File: config.mk
export PLATFORM = sky130hd
export DESIGN_NAME = bblc_ram
export DESIGN_NICKNAME = d
export VERILOG_FILES = /design/src/bblc_ram.sv
export SDC_FILE = /design/constraint.sdc
export NUM_CORES = 1
export LEC_CHECK = 0
export ABC_AREA = 1
export BUFFER_PORTS_ARGS = -buffer_cell sky130_fd_sc_hd__buf_2
export CELL_PAD_IN_SITES_DETAIL_PLACEMENT = 1
export CELL_PAD_IN_SITES_GLOBAL_PLACEMENT = 1
export CORE_ASPECT_RATIO = 0.75
export CORE_MARGIN = 2
export CORE_UTILIZATION = 40
export DETAILED_ROUTE_END_ITERATION = 8
export PLACE_DENSITY = 0.75
export SLEW_MARGIN = 40
export SYNTH_ARGS = -nofsm -noshare
export SYNTH_HDL_FRONTEND = slang
export SYNTH_SLANG_ARGS = --single-unit
File: constraint.sdc
create_clock -name clk_i -period 1.7 [get_ports clk_i]
set_clock_uncertainty 0.1 [all_clocks]
set_input_delay 0.34 -clock clk_i [delete_from_list [all_inputs] [get_ports clk_i]]
set_output_delay 0.34 -clock clk_i [all_outputs]
set_load 0.01 [all_outputs]
File: src/bblc_ram.sv
// Generic single-port RAM with registered read.
module bblc_ram #(
  parameter int unsigned Width = 8,
  parameter int unsigned Depth = 16
) (
  input  logic                     clk_i,
  input  logic                     we_i,
  input  logic [$clog2(Depth)-1:0] addr_i,
  input  logic [Width-1:0]         wdata_i,
  output logic [Width-1:0]         rdata_o
);
  logic [Width-1:0] mem [Depth];

  always_ff @(posedge clk_i) begin
    if (we_i) begin
      mem[addr_i] <= wdata_i;
    end
    rdata_o <= mem[addr_i];
  end
endmodule

==> results of run 1 <==
## registers in the layout (all words and copies together), names as in the netlist
signal   count
mem        128
rdata_o      8
## metal layers
metal	track usage [%]	up-vias	wire length (um)
li1	-	1835	-
met1	29.0	1829	6610
met2	32.7	73	6620
met3	3.83	16	742
met4	6.86	0	189
met5	0	-	0
## layout make-up
type / instances / area (um^2)
inverters: 23 / 86.3
repair buffers: 45 / 335
flip-flops and latches: 136 / 4000
fillers: 1502 / 7110
multi-input cells: 368 / 1410
clock inverters: 11 / 106
well taps: 175 / 219
clock buffers: 21 / 440
## worst max-delay path, stage by stage
cell                      delay, ns
sky130_fd_sc_hd__buf_2         0.21
sky130_fd_sc_hd__nand3_1       0.30
sky130_fd_sc_hd__nor2_2        0.47
## final timing paths
kind                            startpoint          to  cells after the start  slack (ns)
worst max-delay path             addr_i[0]   mem[5][2]                      3        0.34
worst min-delay path            wdata_i[4]  mem[14][4]                      1        0.27
worst max register to register   mem[6][2]  rdata_o[2]                      8        0.52
worst min register to register   mem[3][7]  rdata_o[7]                      8        0.66
## through the flow
step / cells / area [um^2]
2_1_floorplan: 548 / 5610
3_3_place_gp: 747 / 6050
3_5_place_dp: 747 / 6050
4_1_cts: 779 / 6600
5_1_grt: 779 / 6600
6_report: 779 / 6600
## cell usage after synthesis
cell / instances
sky130_fd_sc_hd__buf_2: 12
sky130_fd_sc_hd__buf_4: 6
sky130_fd_sc_hd__clkbuf_1: 3
sky130_fd_sc_hd__clkinv_1: 1
sky130_fd_sc_hd__dfxtp_1: 8
sky130_fd_sc_hd__edfxtp_1: 128
sky130_fd_sc_hd__inv_1: 21
sky130_fd_sc_hd__inv_2: 1
sky130_fd_sc_hd__nand2_1: 346
sky130_fd_sc_hd__nand3_1: 4
sky130_fd_sc_hd__nor2_1: 18
## kinds of logic (layout without fill, tap and decap cells)
logic type             count (synthesis)  after routing
buffers and inverters                 44            100
flip-flops                           136            136
AND/OR/NAND/NOR                      368            368
## power by group
| part | total [uW] | internal [uW] | switching (uW) |
|---|---|---|---|
| sequential | 3770 | 3750 | 22.2 |
| clock | 3440 | 2130 | 1310 |
| combinational | 496 | 137 | 359 |
| total | 7710 | 6010 | 1690 |
==> implementation parameters, run 1 <==
Parameter                              Value

Routing
  Vias    3,753
  Average wire length per cell after detail routing    18.2 um
  # DRC    0
  Iteration-0 DRC Markers    244
  Detailed-routing iteration count for the pre-antenna-repair pass    4
  Vias per inst    4.82
  Post-detailed-routing wire length    14.2 mm
  Number of nets still failing antenna checks after routing    0

Placement
  Port Buf Inserts    21
  Placer Congestion    0.800
  HPWL after DPL    9.21 mm
  Post-placement setup slack    -0.103 ns

Global route
  Final global-route overflow total    0
  Total GRT Usage    20.7%
  Number of global-route vias before repair    3,902
  Global-route wire length before repair    22.2 mm
  Number of antenna violations at the first check in global routing    0
  Maximum number of pins on one net before global-route repair    63

Cells and area
  Final #Nets    605
  Most common cell after layout, fill and taps aside    sky130_fd_sc_hd__nand2_1
  Core Util, Final    48.1%
  Count of antenna diodes in the layout    0
  Area overhead of the layout relative to synthesis    18.0%
  Most frequent cells in the layout    sky130_fd_sc_hd__nand2_1, sky130_fd_sc_hd__edfxtp_1, sky130_fd_sc_hd__inv_1, sky130_fd_sc_hd__buf_2, sky130_fd_sc_hd__buf_4
  Fraction of final layout cells sized beyond drive strength 1    13.1%

Synth
  Dominant cells by area after synthesis    sky130_fd_sc_hd__edfxtp_1, sky130_fd_sc_hd__nand2_1, sky130_fd_sc_hd__dfxtp_1
  Post-synthesis simple-gate area fraction    24.8%
  Synth Area in Compound Gates    0%
  Number of distinct library cells after synthesis    11
  Number of warning messages in the yosys log    0
  Yosys top cell area share    68.7%
  Summed instance area of the synthesized netlist    5590 um^2
  Number of instances in the synthesized netlist    548
  Net Count, Synth    562
  Sequential cell area fraction in the yosys report    71.6%
  Post-synthesis cell type with the largest combined area    sky130_fd_sc_hd__edfxtp_1
  Flip-flop and latch count after synthesis    136
  Average instance area after synthesis    10.2 um^2
  Area share of xor/xnor cells in the synthesized design    0%
  Area share of fa/ha/maj cells after synthesis    0%
  Combinational family with the most area after synthesis    simple AND/OR/NAND/NOR gates
  Fraction of synthesized area in multiplexers    0%

Run status
  Result of the run    complete, no violations

Critical path
  Required time reported for the critical path endpoint    1.67 ns
  Critical Path Sink Type    flop
  Critical Setup Path Class    in2reg
  Worst EP arrival    1.32 ns
  Crit-path max FO    8
  Worst setup SP type    input pin

Pwr
  Pwr dens    1170 nW/um^2
  Peak supply drop    0.000851 V
  Static leakage power    0.00283 uW
  Total power of the final layout    7710 uW

Clock network
  Buffer cell driving the clock tree root    sky130_fd_sc_hd__clkbuf_16
  Buffers from clock root to sink, at most    2
  Clock-pin slew reported for the worst setup and hold paths after clock tree synthesis    0.05 ns
  TritonCTS Buffers    17
  Clock tree from TritonCTS    done
  Num Clock Sinks    136
  Post-CTS setup buffers    0
  Number of instances resized during post-cts repair    0
  H-tree lvl count    4
  Clock network latency to the later pin of the worst-skew pair    0.42 ns
  Total of hold buffers inserted after clock tree synthesis    0

Floorplanning
  Row count    37
  Die height    106 um
  IO Count    22
  Area enclosed by the die boundary    15,000 um^2
  Floorplan Core Area    13,700 um^2
  Die W    141 um
  Initial Utilization    40.8%

Timing
  Unrepaired setup endpoints after global routing    no
  Pins over their slew limit    0
  Count of final setup violators    0
  Max Freq    0.737 GHz
  Slew margin rel.    70.0%
  Endpoints failing hold    0
  Worst hold slack    0.269 ns
  Final worst slack    0.344 ns
  Setup TNS    0 ns
  Final period utilization    79.8%
  Minimum clock period after layout    1.36 ns
  Worst Tran Pin Value    0.449 ns

Run
  Maximum capacitance violations    0

Worst hold path
  Tightest Hold Check Type    in2reg
No activity file was read; power rests on OpenSTA's default activity.
==> run 2: changes to the inputs <==
Settings changed: PLACE_DENSITY 0.75 to 0.73.
Clock period 1.7 ns to 1.3 ns, I/O delays scaled along.
==> run 2 against run 1 <==
Against the previous run:
- global-route usage up 0.059 points
- sequential cell count unchanged
- non-clock buffer count unchanged
- via count up 0.96%
- die area unchanged
- final cell count unchanged
- sequential power up 31%
- count of clock-buffer cells in the layout down 3
- hold slack worse by 0.063 ns
- register-to-register slack worse by 0.38 ns
- first-iteration DRC count down 35%
- clock power up 28%
- critical endpoint is now rdata_o[7]
==> implementation parameters, run 2 (synthesis gave the netlist of run 1 again) <==
Parameter                              Value

Clock network
  Clock network latency to the later pin of the worst-skew pair    0.42 ns (about the same)
  Clock tree from TritonCTS    done
  Num Clock Sinks    136 (unchanged)
  Buffers from clock root to sink, at most    2 (unchanged)
  TritonCTS Buffers    17 (unchanged)
  Post-CTS setup buffers    0 (unchanged)
  H-tree lvl count    4 (unchanged)
  Clock-pin slew reported for the worst setup and hold paths after clock tree synthesis    0.06 ns (about the same)
  Number of instances resized during post-cts repair    0 (unchanged)
  Buffer cell driving the clock tree root    sky130_fd_sc_hd__clkbuf_16
  Total of hold buffers inserted after clock tree synthesis    0 (unchanged)

Placement
  HPWL after DPL    9.63 mm (+4.6%)
  Port Buf Inserts    21 (unchanged)
  Placer Congestion    0.778 (-2.7%)

Cells and area
  Core Util, Final    49.6% (+1.5 points)
  Flip-flop count of the largest register, all copies and words added    128 (unchanged)
  Top reg by flops    mem
  Area overhead of the layout relative to synthesis    21.6%
  Count of antenna diodes in the layout    0 (unchanged)
  Final #Nets    605 (unchanged)
  Fill count    1,502 (unchanged)
  Most frequent cells in the layout    sky130_fd_sc_hd__nand2_1, sky130_fd_sc_hd__edfxtp_1, sky130_fd_sc_hd__buf_2
  Fraction of final layout cells sized beyond drive strength 1    16.2% (+3.1 points)
  Largest registers ranked by flip-flop count    mem x128, rdata_o x8
  Most common cell after layout, fill and taps aside    sky130_fd_sc_hd__nand2_1

Pwr
  Pwr dens    1480 nW/um^2 (+27%)
  Peak supply drop    0.00105 V (+24%)
  Static leakage power    0.00283 uW (+0.14%)

Routing
  Iteration-0 DRC Markers    159 (-35%)
  Vias    3,789 (+0.96%)
  Vias per inst    4.86 (+0.96%)
  Average wire length per cell after detail routing    18.5 um (+1.5%)
  Post-detailed-routing wire length    14.4 mm (+1.5%)
  Number of nets still failing antenna checks after routing    0 (unchanged)
  # DRC    0 (unchanged)
  Detailed-routing iteration count for the pre-antenna-repair pass    4 (unchanged)

Timing
  Worst hold slack    0.206 ns (-0.0628 ns)
  Count of final setup violators    0 (unchanged)
  Slew margin rel.    69.0% (-1.0 points)
  Pins over their slew limit    0 (unchanged)
  Final period utilization    96.1%
  Worst Tran Pin Value    0.464 ns (+0.0155 ns)
  Endpoints failing hold    0 (unchanged)
  Max Freq    0.800 GHz
  Unrepaired setup endpoints after global routing    no
  Minimum clock period after layout    1.25 ns

Critical path
  Worst setup SP type    flop
  R2R Path End    rdata_o[5]
  Instance count on the critical path    1 (-2)
  Reg-to-Reg Start    mem[14][5]
  Critical Path Sink Type    output pin
  Worst EP arrival    0.89 ns (-0.43 ns)
  Critical Setup Path Class    reg2out
  Slowest cell on the critical path    sky130_fd_sc_hd__dfxtp_1
  Launching element of the worst setup path    rdata_o[7]
  Required time reported for the critical path endpoint    0.94 ns (-0.73 ns)
  Reg-to-reg setup timing slack    0.14 ns (-0.38 ns)
  Kind of cell with the highest combined delay on the critical path    flip-flops
  Delay contributed by the slowest stage of the critical path    0.34 ns (-0.13 ns)
  Critical path, cell by cell    buf_2
  Crit-path max FO    1 (-7)
  End point of the critical path    rdata_o[7]
  Worst Reg2Reg Path Length in Cells    8 (unchanged)
  CP Buf/Inv Count    1 (unchanged)

Global route
  Total GRT Usage    20.7% (+0.059 points)
  Maximum number of pins on one net before global-route repair    23 (-63%)
  Number of antenna violations at the first check in global routing    0 (unchanged)
  Global-route wire length before repair    22.5 mm (+1.4%)
  Number of global-route vias before repair    3,899 (-0.077%)
  Final global-route overflow total    0 (unchanged)

Floorplanning
  Die height    106 um (unchanged)
  IO Count    22 (unchanged)
  Floorplan Core Area    13,700 um^2 (unchanged)
  Row count    37 (unchanged)
  Initial Utilization    40.8% (unchanged)
  Area enclosed by the die boundary    15,000 um^2 (unchanged)
  Die W    141 um (unchanged)

Worst hold path
  Hold path start    wdata_i[5]
  Tightest Hold Check Type    in2reg

Run status
  Result of the run    complete, no violations

Run
  Maximum capacitance violations    0 (unchanged)
[run 2: changes by cell type in the layout (fill, tap and decap cells not counted), moves of 2 or more]
cell | previous run | this run
sky130_fd_sc_hd__nand3_4 | 0 | 4
sky130_fd_sc_hd__nor2_1 | 10 | 0
sky130_fd_sc_hd__buf_12 | 4 | 6
sky130_fd_sc_hd__clkinvlp_4 | 2 | 6
sky130_fd_sc_hd__clkbuf_1 | 4 | 1
sky130_fd_sc_hd__inv_1 | 21 | 19
sky130_fd_sc_hd__nand3_1 | 4 | 0
sky130_fd_sc_hd__nor2_4 | 0 | 17
sky130_fd_sc_hd__nor2_2 | 8 | 1
sky130_fd_sc_hd__clkinv_2 | 4 | 2
sky130_fd_sc_hd__buf_4 | 20 | 18
[run 2: stage by stage]
stage | TNS (ns) | setup WS, ns | power (uW) | cell area, um^2 | instances
floorplan | -0.0889 | -0.0111 | 5440 | 5850 | 548
global placement | -26.17 | -0.264 | 5740 | 6260 | 747
detailed placement | -30.29 | -0.319 | 5770 | 6260 | 747
CTS | 0 | 0.0398 | 10100 | 6800 | 779
global route | 0 | 0.0295 | 10400 | 6800 | 779
finish | 0 | 0.0502 | 10100 | 6800 | 779
[run 2: worst min path at each step]
stage | end | slack (ns) | cells past startpoint
floorplan | mem[0][0] | 0.26 | 0
global placement | rdata_o[2] | 0.56 | 1
detailed placement | rdata_o[4] | 0.56 | 1
CTS | mem[1][5] | 0.19 | 1
global route | mem[0][6] | 0.19 | 1
finish | mem[0][5] | 0.21 | 1
[run 2: final cells by class]
type                       instances  area [um^2]  share of cell area (%)
timing repair buffer              45          360                    5.30
clock inverter                    14          109                    1.60
sequential                       136         4000                    58.9
tap                              175          219                    3.22
inverter                          23          111                    1.64
multi-input combinational        368         1570                    23.0
clock buffer                      18          429                    6.31
[run 2: worst reg2reg max path: stages (launching register included)]
cell and delay, ns:
sky130_fd_sc_hd__edfxtp_1 0.38, sky130_fd_sc_hd__nand2_1 0.09, sky130_fd_sc_hd__nand2_1 0.05, sky130_fd_sc_hd__nand2_1 0.08, sky130_fd_sc_hd__nand2_1 0.06, sky130_fd_sc_hd__nand2_1 0.11, sky130_fd_sc_hd__nand2_1 0.07, sky130_fd_sc_hd__inv_1 0.05
sky130_fd_sc_hd__nand2_1 0.07
[run 2: metal layers]
metal | global-route usage, % | routed length, um | vias up
li1 | - | - | 1843
met1 | 29.7 | 7220 | 1868
met2 | 32.0 | 6510 | 62
met3 | 4.28 | 474 | 16
met4 | 6.43 | 174 | 0
met5 | 0 | 0 | -
[run 2: power by group]
part	switching [uW]	internal (uW)	total, uW
Sequential	27.3	4900	4930
Combinational	523	228	751
Clock	1800	2590	4400
Total	2350	7720	10100
